### src/i2cm_pkg.sv
`timescale 1ns / 1ps
// Shared types and constants for the bit-level I2C master core.
// Used by the engine, the top level and the port checker; depends on nothing.
package i2cm_pkg;

    localparam int unsigned CFG_W     = 8;
    localparam int unsigned S_TDATA_W = 16;
    localparam int unsigned S_TUSER_W = 3;
    localparam int unsigned M_TDATA_W = 16;

    localparam logic [CFG_W-1:0] TICKS_PER_US_RST   = 8'd72;
    localparam logic [CFG_W-1:0] ACK_POLL_LIMIT_RST = 8'd250;

    typedef enum logic [0:0] {
        CFG_TICKS_PER_US   = 1'b0,
        CFG_ACK_POLL_LIMIT = 1'b1
    } t_cfg_idx;

    typedef enum logic [2:0] {
        KIND_NONE     = 3'd0,
        KIND_START    = 3'd1,
        KIND_STOP     = 3'd2,
        KIND_WRITE    = 3'd3,
        KIND_READ     = 3'd4,
        KIND_WAIT_ACK = 3'd5
    } t_kind;

    typedef enum logic [4:0] {
        PH_IDLE = 5'd0,
        PH_ST_A = 5'd1,
        PH_ST_B = 5'd2,
        PH_SP_A = 5'd3,
        PH_SP_B = 5'd4,
        PH_WA_A = 5'd5,
        PH_WA_B = 5'd6,
        PH_POLL = 5'd7,
        PH_WR_A = 5'd8,
        PH_WR_B = 5'd9,
        PH_WR_C = 5'd10,
        PH_WR_D = 5'd11,
        PH_WR_E = 5'd12,
        PH_RD_A = 5'd13,
        PH_RD_B = 5'd14,
        PH_RD_C = 5'd15,
        PH_RD_D = 5'd16
    } t_phase;

    typedef struct packed {
        logic [2:0] kind;
        logic [7:0] wr_data;
        logic       send_ack;
        logic       sda_in;
    } t_item;

    // Packed so that scl_out lands in the lowest bit.
    typedef struct packed {
        logic       ack_error;
        logic [7:0] rd_data;
        logic       done_res;
        logic       busy_res;
        logic       sda_drive;
        logic       sda_out;
        logic       scl_out;
    } t_result;

endpackage

### src/i2c_bit_level_master_core.sv
`timescale 1ns / 1ps
// Top level of the bit-level I2C master: stream ports, configuration registers,
// input and result registers around i2cm_engine. Depends on i2cm_pkg.
//
//  Channel     Direction  Payload
//  s_axis      in         tuser: kind; tdata: wr_data, send_ack, sda_in
//  m_axis      out        tdata: scl, sda, drive, busy, done, rd_data, ack_error
//  cfg         in         i_cfg_idx selects the register, i_cfg_wdata the value
//
// One transaction is taken per cycle while the result channel does not stall;
// each passes the input and output registers, and steps the engine's state once.
// Reset is synchronous: both stages empty, line state idle with SCL and SDA high.
// A stalled result holds the output register; the input register takes new data
// only while it is empty or can move forward.
module i2c_bit_level_master_core
    import i2cm_pkg::*;
(
    input  logic                 i_clk,
    input  logic                 i_rst_n,
    input  logic                 i_s_axis_tvalid,
    output logic                 o_s_axis_tready,
    input  logic [S_TDATA_W-1:0] i_s_axis_tdata,  // wr_data[7:0], send_ack[8], sda_in[9]
    input  logic [S_TUSER_W-1:0] i_s_axis_tuser,  // kind[2:0]
    output logic                 o_m_axis_tvalid,
    input  logic                 i_m_axis_tready,
    output logic [M_TDATA_W-1:0] o_m_axis_tdata,  // scl, sda, drive, busy, done,
                                                  // rd_data[12:5], ack_error[13]
    input  logic                 i_cfg_we,
    input  logic                 i_cfg_idx,
    input  logic [CFG_W-1:0]     i_cfg_wdata
);

    logic             r_in_valid;
    t_item            r_in_item;
    logic             r_out_valid;
    t_result          r_out_data;
    logic [CFG_W-1:0] r_ticks_per_us;
    logic [CFG_W-1:0] r_ack_poll_limit;
    logic             advance;
    t_result          result;

    assign advance         = r_in_valid && (!r_out_valid || i_m_axis_tready);
    assign o_s_axis_tready = i_rst_n && (!r_in_valid || advance);

    always_ff @(posedge i_clk) begin
        if (!i_rst_n) begin
            r_ticks_per_us   <= TICKS_PER_US_RST;
            r_ack_poll_limit <= ACK_POLL_LIMIT_RST;
        end else if (i_cfg_we) begin
            unique case (i_cfg_idx)
                CFG_TICKS_PER_US:   r_ticks_per_us   <= i_cfg_wdata;
                CFG_ACK_POLL_LIMIT: r_ack_poll_limit <= i_cfg_wdata;
                default:            r_ticks_per_us   <= r_ticks_per_us;
            endcase
        end
    end

    always_ff @(posedge i_clk) begin
        if (!i_rst_n) begin
            r_in_valid <= 1'b0;
        end else if (i_s_axis_tvalid && o_s_axis_tready) begin
            r_in_valid <= 1'b1;
        end else if (advance) begin
            r_in_valid <= 1'b0;
        end
    end

    always_ff @(posedge i_clk) begin
        if (i_s_axis_tvalid && o_s_axis_tready) begin
            r_in_item.kind     <= i_s_axis_tuser;
            r_in_item.wr_data  <= i_s_axis_tdata[7:0];
            r_in_item.send_ack <= i_s_axis_tdata[8];
            r_in_item.sda_in   <= i_s_axis_tdata[9];
        end
    end

    i2cm_engine u_engine (
        .i_clk            (i_clk),
        .i_rst_n          (i_rst_n),
        .i_step           (advance),
        .i_item           (r_in_item),
        .i_ticks_per_us   (r_ticks_per_us),
        .i_ack_poll_limit (r_ack_poll_limit),
        .o_result         (result)
    );

    always_ff @(posedge i_clk) begin
        if (!i_rst_n) begin
            r_out_valid <= 1'b0;
        end else if (advance) begin
            r_out_valid <= 1'b1;
        end else if (i_m_axis_tready) begin
            r_out_valid <= 1'b0;
        end
    end

    always_ff @(posedge i_clk) begin
        if (advance) begin
            r_out_data <= result;
        end
    end

    assign o_m_axis_tvalid = r_out_valid;
    assign o_m_axis_tdata  = {{(M_TDATA_W - $bits(t_result)){1'b0}}, r_out_data};

endmodule

### src/i2cm_engine.sv
`timescale 1ns / 1ps
// Bus sequencer: holds the line state and advances it by one tick per step.
// Depends on i2cm_pkg.
module i2cm_engine
    import i2cm_pkg::*;
(
    input  logic             i_clk,
    input  logic             i_rst_n,
    input  logic             i_step,
    input  t_item            i_item,
    input  logic [CFG_W-1:0] i_ticks_per_us,
    input  logic [CFG_W-1:0] i_ack_poll_limit,
    output t_result          o_result
);

    t_phase     r_phase,    n_phase;
    logic [2:0] r_cmd,      n_cmd;
    logic [3:0] r_bit_idx,  n_bit_idx;
    logic [7:0] r_shift,    n_shift;
    logic [7:0] r_prescale, n_prescale;
    logic [2:0] r_delay,    n_delay;
    logic [7:0] r_poll,     n_poll;
    logic       r_scl,      n_scl;
    logic       r_sda,      n_sda;
    logic       r_sda_en,   n_sda_en;
    logic       r_ack_sel,  n_ack_sel;
    logic [7:0] r_rd_hold,  n_rd_hold;
    logic       r_err,      n_err;
    logic       done_now;
    logic       do_expire;
    logic [7:0] tpu;

    assign tpu = (i_ticks_per_us == '0) ? 8'd1 : i_ticks_per_us;

    always_comb begin
        n_phase    = r_phase;
        n_cmd      = r_cmd;
        n_bit_idx  = r_bit_idx;
        n_shift    = r_shift;
        n_prescale = r_prescale;
        n_delay    = r_delay;
        n_poll     = r_poll;
        n_scl      = r_scl;
        n_sda      = r_sda;
        n_sda_en   = r_sda_en;
        n_ack_sel  = r_ack_sel;
        n_rd_hold  = r_rd_hold;
        n_err      = r_err;
        done_now   = 1'b0;
        do_expire  = 1'b0;

        if (r_phase == PH_IDLE) begin
            if ((i_item.kind >= KIND_START) && (i_item.kind <= KIND_WAIT_ACK)) begin
                n_err      = 1'b0;
                n_cmd      = i_item.kind;
                n_bit_idx  = '0;
                n_prescale = '0;
                case (i_item.kind)
                    KIND_START: begin
                        n_sda_en = 1'b1;
                        n_sda    = 1'b1;
                        n_scl    = 1'b1;
                        n_phase  = PH_ST_A;
                        n_delay  = 3'd4;
                    end
                    KIND_STOP: begin
                        n_sda_en = 1'b1;
                        n_scl    = 1'b0;
                        n_sda    = 1'b0;
                        n_phase  = PH_SP_A;
                        n_delay  = 3'd4;
                    end
                    KIND_WRITE: begin
                        n_sda_en = 1'b1;
                        n_shift  = i_item.wr_data;
                        n_phase  = PH_WR_A;
                        n_delay  = 3'd2;
                    end
                    KIND_READ: begin
                        n_sda_en  = 1'b0;
                        n_sda     = 1'b1;
                        n_shift   = '0;
                        n_ack_sel = i_item.send_ack;
                        n_scl     = 1'b0;
                        n_phase   = PH_RD_A;
                        n_delay   = 3'd2;
                    end
                    default: begin
                        n_sda_en = 1'b0;
                        n_sda    = 1'b1;
                        n_phase  = PH_WA_A;
                        n_delay  = 3'd1;
                    end
                endcase
            end
        end else if (r_phase == PH_POLL) begin
            if (!i_item.sda_in) begin
                n_scl    = 1'b0;
                n_phase  = PH_IDLE;
                n_cmd    = KIND_NONE;
                done_now = 1'b1;
            end else if (r_poll >= i_ack_poll_limit) begin
                n_sda_en   = 1'b1;
                n_scl      = 1'b0;
                n_sda      = 1'b0;
                n_phase    = PH_SP_A;
                n_delay    = 3'd4;
                n_prescale = '0;
            end else begin
                n_poll = r_poll + 8'd1;
            end
        end else begin
            if (r_delay == '0) begin
                do_expire = 1'b1;
            end else begin
                n_prescale = r_prescale + 8'd1;
                if (n_prescale >= tpu) begin
                    n_prescale = '0;
                    n_delay    = r_delay - 3'd1;
                    do_expire  = (n_delay == '0);
                end
            end

            if (do_expire) begin
                unique case (r_phase)
                    PH_ST_A: begin
                        n_sda      = 1'b0;
                        n_phase    = PH_ST_B;
                        n_delay    = 3'd4;
                        n_prescale = '0;
                    end
                    PH_ST_B: begin
                        n_scl    = 1'b0;
                        n_phase  = PH_IDLE;
                        n_cmd    = KIND_NONE;
                        done_now = 1'b1;
                    end
                    PH_SP_A: begin
                        n_scl      = 1'b1;
                        n_sda      = 1'b1;
                        n_phase    = PH_SP_B;
                        n_delay    = 3'd4;
                        n_prescale = '0;
                    end
                    PH_SP_B: begin
                        if (r_cmd == KIND_WAIT_ACK) begin
                            n_err = 1'b1;
                        end
                        n_phase  = PH_IDLE;
                        n_cmd    = KIND_NONE;
                        done_now = 1'b1;
                    end
                    PH_WA_A: begin
                        n_scl      = 1'b1;
                        n_phase    = PH_WA_B;
                        n_delay    = 3'd1;
                        n_prescale = '0;
                    end
                    PH_WA_B: begin
                        n_phase = PH_POLL;
                        n_poll  = '0;
                    end
                    PH_WR_A: begin
                        n_scl      = 1'b0;
                        n_phase    = PH_WR_B;
                        n_delay    = 3'd2;
                        n_prescale = '0;
                    end
                    PH_WR_B: begin
                        n_sda      = r_shift[7];
                        n_shift    = {r_shift[6:0], 1'b0};
                        n_phase    = PH_WR_C;
                        n_delay    = 3'd2;
                        n_prescale = '0;
                    end
                    PH_WR_C: begin
                        n_scl      = 1'b1;
                        n_phase    = PH_WR_D;
                        n_delay    = 3'd2;
                        n_prescale = '0;
                    end
                    PH_WR_D: begin
                        n_scl      = 1'b0;
                        n_phase    = PH_WR_E;
                        n_delay    = 3'd2;
                        n_prescale = '0;
                    end
                    PH_WR_E: begin
                        n_bit_idx = r_bit_idx + 4'd1;
                        if (n_bit_idx >= 4'd8) begin
                            n_phase  = PH_IDLE;
                            n_cmd    = KIND_NONE;
                            done_now = 1'b1;
                        end else begin
                            n_sda      = r_shift[7];
                            n_shift    = {r_shift[6:0], 1'b0};
                            n_phase    = PH_WR_C;
                            n_delay    = 3'd2;
                            n_prescale = '0;
                        end
                    end
                    PH_RD_A: begin
                        n_scl      = 1'b1;
                        n_shift    = {r_shift[6:0], i_item.sda_in};
                        n_phase    = PH_RD_B;
                        n_delay    = 3'd1;
                        n_prescale = '0;
                    end
                    PH_RD_B: begin
                        n_bit_idx  = r_bit_idx + 4'd1;
                        n_scl      = 1'b0;
                        n_delay    = 3'd2;
                        n_prescale = '0;
                        if (n_bit_idx < 4'd8) begin
                            n_phase = PH_RD_A;
                        end else begin
                            n_sda_en = 1'b1;
                            n_sda    = ~r_ack_sel;
                            n_phase  = PH_RD_C;
                        end
                    end
                    PH_RD_C: begin
                        n_scl      = 1'b1;
                        n_phase    = PH_RD_D;
                        n_delay    = 3'd2;
                        n_prescale = '0;
                    end
                    PH_RD_D: begin
                        n_scl     = 1'b0;
                        n_rd_hold = r_shift;
                        n_phase   = PH_IDLE;
                        n_cmd     = KIND_NONE;
                        done_now  = 1'b1;
                    end
                    default: begin
                        n_phase  = PH_IDLE;
                        n_cmd    = KIND_NONE;
                        done_now = 1'b1;
                    end
                endcase
            end
        end
    end

    always_comb begin
        o_result.scl_out   = n_scl;
        o_result.sda_out   = n_sda;
        o_result.sda_drive = n_sda_en;
        o_result.busy_res  = (n_phase != PH_IDLE);
        o_result.done_res  = done_now;
        o_result.rd_data   = n_rd_hold;
        o_result.ack_error = n_err;
    end

    always_ff @(posedge i_clk) begin
        if (!i_rst_n) begin
            r_phase    <= PH_IDLE;
            r_cmd      <= KIND_NONE;
            r_bit_idx  <= '0;
            r_shift    <= '0;
            r_prescale <= '0;
            r_delay    <= '0;
            r_poll     <= '0;
            r_scl      <= 1'b1;
            r_sda      <= 1'b1;
            r_sda_en   <= 1'b1;
            r_ack_sel  <= 1'b0;
            r_rd_hold  <= '0;
            r_err      <= 1'b0;
        end else if (i_step) begin
            r_phase    <= n_phase;
            r_cmd      <= n_cmd;
            r_bit_idx  <= n_bit_idx;
            r_shift    <= n_shift;
            r_prescale <= n_prescale;
            r_delay    <= n_delay;
            r_poll     <= n_poll;
            r_scl      <= n_scl;
            r_sda      <= n_sda;
            r_sda_en   <= n_sda_en;
            r_ack_sel  <= n_ack_sel;
            r_rd_hold  <= n_rd_hold;
            r_err      <= n_err;
        end
    end

endmodule

### config.mk
export PLATFORM = sky130hd
export DESIGN_NAME = i2c_bit_level_master_core
export DESIGN_NICKNAME = d
export VERILOG_FILES = /design/src/i2cm_pkg.sv /design/src/i2c_bit_level_master_core.sv /design/src/i2cm_engine.sv
export SDC_FILE = /design/constraint.sdc
export NUM_CORES = 1
export LEC_CHECK = 0
export BUFFER_PORTS_ARGS = -buffer_cell sky130_fd_sc_hd__buf_2
export CAP_MARGIN = 20
export CELL_PAD_IN_SITES_DETAIL_PLACEMENT = 0
export CELL_PAD_IN_SITES_GLOBAL_PLACEMENT = 1
export CORE_AREA = 5 5 118 120
export CTS_CLUSTER_SIZE = 12
export DETAILED_ROUTE_END_ITERATION = 8
export DIE_AREA = 0 0 123 125
export HOLD_SLACK_MARGIN = 0.1
export PLACE_DENSITY_LB_ADDON = 0.1
export SYNTH_ARGS = -nofsm -noshare
export SYNTH_HDL_FRONTEND = slang
export SYNTH_HIERARCHICAL = 1
export SYNTH_SLANG_ARGS = --single-unit
### constraint.sdc
create_clock -name i_clk -period 3.6 [get_ports i_clk]
set_clock_uncertainty 0.05 [all_clocks]
set_input_delay 0.36 -clock i_clk [delete_from_list [all_inputs] [get_ports i_clk]]
set_output_delay 0.36 -clock i_clk [all_outputs]
set_load 0.005 [all_outputs]
# Yosys cells after proc, flatten, opt, wreduce, memory -nomap -nowiden
# Index checks and enable logic that the tools add are counted.
[word_totals]
reg_bits = 97
[classes]
eq_ne = 32
mux = 106
n_addsub = 4
bitwise_logic = 3
reduce_logical = 41
n_lt_le_gt_ge = 6
[ops]
columns = ["op", "count"]
rows = [
  ["$mux W8", 24],
  ["$pmux W5 S12", 1],
  ["$mux W3", 15],
  ["$mux W1", 41],
  ["$eq A5 B4 Y1 const B", 8],
  ["$pmux W8 S2", 2],
  ["$mux W5", 6],
  ["$mux W4", 6],
  ["$pmux W8 S3", 1],
  ["$eq A5 B3 Y1 const B", 4],
  ["$add A8 B1 Y8 const B", 2],
  ["$ge A8 B8 Y1", 2],
  ["$pmux W4 S4", 1],
  ["$ne A3 B2 Y1 const B", 4],
  ["$pmux W3 S2", 2],
  ["$pmux W3 S4", 1],
  ["$reduce_and A6 Y1", 2],
  ["$reduce_bool A2 Y1", 6],
  ["$reduce_or A2 Y1", 6],
  ["$reduce_or A11 Y1", 1],
  ["$eq A5 B2 Y1 const B", 2],
  ["$reduce_or A10 Y1", 1],
  ["$reduce_or A5 Y1", 2],
  ["$logic_not A8 Y1", 1],
  ["other kinds (34)", 51],
]

# Longest topological paths before layout
[logic_depth]
ltp_word = 11
depth_mapped = 14
ltp_nobuf = 12

# Cells and area by module
# The synthesis kept the hierarchy.
[modules_own_cells]
columns = ["module", "cells_each", "area_per_inst_um2", "n_inst"]
rows = [
  ["i2cm_engine", 490, 3991.3, 1],
  ["i2c_bit_level_master_core", 111, 1589.0, 1],
]

# Worst setup path after synthesis
# Ideal clock, no wire load.
[synth_path]
path_kind = "reg-to-reg"
startpoint = "register u_engine.r_prescale[2]"
endpoint = "register u_engine.r_delay[1]"
synth_period_minus_slack_ps = 3088
required_time_ps = 3455
arrival_time_ps = 2942
path_stages_with_launch = 13
path_buffers = 0
slack_ps = 512
path_cell_list = "dfxtp_1 > and3_1 > and3_1 > nand3_1 > xnor2_1 > ha_1 > nand4_1 > nand2b_1 > o32ai_1 > mux2_2 > a31oi_1 > o21ai_0 > a221oi_1"
[synth_via]
elab_chain_cells = 9
word_cells_on_any_way = 13
cone_classes = "1 x add/sub; 1 x order compare; 11 x mux"
[synth_lines]
columns = ["item", "line", "rtl"]
rows = [
  ["start: declaration", "i2cm_engine.sv:20", "logic [7:0] r_prescale, n_prescale;"],
  ["start signal: assignment", "i2cm_engine.sv:275", "r_prescale <= n_prescale;"],
  ["$add A8 B1 Y8 (*)", "i2cm_engine.sv:116", "n_prescale = r_prescale + 8'd1;"],
  ["$ge A8 B8 Y1 (*)", "i2cm_engine.sv:117", "if (n_prescale >= tpu) begin"],
  ["$mux W3 / $mux W1 (equally long branches)", "i2cm_engine.sv:117", ""],
  ["$mux W3 / $mux W1 (equally long branches)", "i2cm_engine.sv:113", "if (r_delay == '0) begin"],
  ["$mux W3 / $mux W1 (equally long branches)", "i2cm_engine.sv:190, i2cm_engine.sv:96", ""],
  ["$pmux W3 S4 / $mux W1 (equally long branches)", "i2cm_engine.sv:125, i2cm_engine.sv:52", ""],
  ["$mux W3 (*)", "i2cm_engine.sv:124", "if (do_expire) begin"],
  ["$mux W3 (*)", "i2cm_engine.sv:96", "end else if (r_phase == PH_POLL) begin"],
  ["$mux W3 (*)", "i2cm_engine.sv:52", "if (r_phase == PH_IDLE) begin"],
  ["end signal: assignment", "i2cm_engine.sv:276", "r_delay <= n_delay;"],
  ["end: declaration", "i2cm_engine.sv:21", "logic [2:0] r_delay, n_delay;"],
]
# Every way passes the cells marked *; elsewhere a longest branch is shown, timed or not. The select of a mux whose other input is x is not followed.
# A chain may end at the register's enable or synchronous reset.

==> impl_metrics.toml <==
[placed_design]
post-dp-hpwl_um = 10300
portBuffers = 42
place_congestion = 0.878
preCtsSetupSlack_ns = 0.206
place_area_um2 = 5890

[critical_path]
cp-start-kind = "flop"
path_max_fanout = 11
required_ns = 3.63
startpoint = "u_engine/r_prescale[0]"
reg2reg_depth = 12
path_class = "flop to flop"
r2r-start = "u_engine/r_prescale[0]"
crit_path_end = "o_m_axis_tdata[3]"
regToRegEndpoint = "o_m_axis_tdata[3]"
r2r_setup_slack_ns = 0.22
crit_arrival_ns = 3.40
cp-end-kind = "flop"

[clock_network]
cts.clk_slew.worst_paths_ns = 0.07
worst_skew_pair.late_latency_ns = 0.35
numCtsBuffers = 9
root_buffer = "clkbuf_16"
cts_resized = 0
hold_buffers = 0
cts_tree = "yes"
htreeDepth = 3
cts_max_path_buffers = 2
postCtsSetupBuffers = 0
cts_sinks = 97

[global_routing]
gr-total-overflow = 0
grt_max_degree = 28
grt_pass1_vias = 4578
grt_pass1_wl_um = 23300
antenna_found_initial = 0
grt_util_all_layers_pct = 19.0

[sta]
fin_crit_ns = 3.38
post-route-period-util_pct = 93.9
max_slew_margin_pct = 51.1
worst_slew_pin_slew_ns = 0.729
hold_viol = 0
timing.final.ws_setup_ns = 0.221
rsz0062_at_grt = "false"
tns_ns = 0
setup_viol = 0
whs_ns = 0.127
max_freq_ghz = 0.296
timing.final.max_slew_violations = 0

[synth]
synth-seq-cells = 97
synth_warnings = 6
ys_seq_area_share_pct = 39.6
syn-cell-area_um2 = 5580
synth_edf_count = 27
synthesis.instances = 601
synthTopCellsByCount = "dfxtp_1, nand2_1, nor2_1"
synth_largest_area_cell = "dfxtp_1"
synth_most_common_cell = "dfxtp_1"
ys.flop_type = "dfxtp_1"
yosysUniqueCellTypes = 79
syn_avg_cell_area_um2 = 9.29
synth_top_area_share_pct = 25.1
synth_area_leaders = "dfxtp_1, edfxtp_1, ha_1"
asyncSetResetFlopFracSynth_pct = 0

[layout]
fillers = 1212
nNetsFinal = 684
drive_above_1_share_pct = 20.0
final_area_um2 = 6200
n_antenna_cell = 0
syn_to_final_growth_pct = 11.0

[floorplan]
die_y_um = 125
rows = 42
start_util_pct = 43.3
io_pins = 51
die_area_um2 = 15400
coreArea_um2 = 12900
die_w_um = 123

[run]
drv_cap = 0

[pwr]
p_leak_nw = 2.51
fin_total_pwr_mw = 2.69
powerDensity_nw_per_um2 = 435
peakVddDrop_v = 0.000281

[drt]
wl_per_cell_um = 17.7
dr.pass1.iters = 5
vias = 4604
viasPerCell = 5.68
drt_iter0_drc = 297
detail-route-antenna-nets = 0
wl_um = 14300
drcViolationCount = 0

[status]
outcome = "completed"

[min_path]
min_path_type = "input pin to flop"
## logic make-up after synthesis
group                    Yosys count  share of synthesized area, %
buffers and inverters             78                          6.93
AO/OA/AOI/OAI                    159                          21.9
AND/OR/NAND/NOR                  207                          20.0
other                              1                        0.0672
flip-flops                        97                          39.6
adder cells (fa/ha/maj)           22                          4.93
multiplexers                      22                          4.17
XOR/XNOR                          15                          2.35
## critical path: stages, from the launching register on
cell and delay (ns):
dfxtp_1 0.40, and3_1 0.25, and3_1 0.26, nand3_1 0.11, xnor2_1 0.16, ha_1 0.30
o21a_1 0.14, nand2_1 0.12, a31oi_4 0.30, and2_4 0.32, o21ai_0 0.18, a221oi_2 0.38
nand4_1 0.13
## metal layers
metal  vias up  part of all wire [%]  global-route usage [%]
li1       2262                     -                       -
met1      2198                    46                    25.8
met2       125                    47                    29.7
met3        19                   5.0                    3.34
met4         0                   1.9                    7.95
met5         -                     0                       0
## state kept, by name (all words and copies together), names as in the netlist, 3 cells and up
signal	cells
u_engine/r_phase	5
u_engine/r_delay	3
o_m_axis_tdata	14
r_ticks_per_us	8
u_engine/r_prescale	8
r_ack_poll_limit	8
u_engine/r_poll	8
u_engine/r_shift	8
r_in_item	13
u_engine/r_rd_hold	8
u_engine/r_bit_idx	4
u_engine/r_cmd	3
## worst min path at each step
| stage | end | startpoint | cells after the start |
|---|---|---|---|
| 2_1_floorplan | r_ack_poll_limit[2] | r_ack_poll_limit[2] | 2 |
| 3_3_place_gp | r_ticks_per_us[2] | r_ticks_per_us[2] | 2 |
| 3_5_place_dp | r_ticks_per_us[0] | r_ticks_per_us[0] | 2 |
| 4_1_cts | r_in_item[7] | i_s_axis_tdata[5] | 1 |
| 5_1_grt | r_in_item[12] | i_s_axis_tuser[2] | 1 |
| 6_report | r_in_item[7] | i_s_axis_tdata[5] | 1 |
## final cells by class
cell class | instances | area, um^2 | share of cell area (%)
repair buffers | 60 | 345 | 5.57
multi-input cells | 427 | 2990 | 48.3
clock inverters | 6 | 57.6 | 0.929
flip-flops and latches | 97 | 2210 | 35.7
clock buffers | 10 | 239 | 3.86
inverters | 34 | 128 | 2.06
well taps | 176 | 220 | 3.55
## where the power goes
group | switching, mW | leakage (nW) | internal (mW) | total (mW)
clock network | 0.458 | 0.147 | 0.504 | 0.962
logic | 0.328 | 1.54 | 0.187 | 0.515
registers | 0.0427 | 0.822 | 1.18 | 1.22
## stage by stage
step	util [%]	std cells
2_1_floorplan	-	602
4_1_cts	48.1	810
5_1_grt	48.1	810
3_3_place_gp	45.8	794
3_5_place_dp	45.8	794
6_report	48.1	810
## cells in the final DEF (no fill, tap or decap), drive strengths merged, types with 14 or more instances in the layout
cell	count
dfxtp	70
buf	60
nand2	55
nor2	45
nand3	37
inv	36
a21oi	30
edfxtp	27
o21ai	25
ha	22
a31oi	14
No activity file was read; power rests on OpenSTA's default activity.
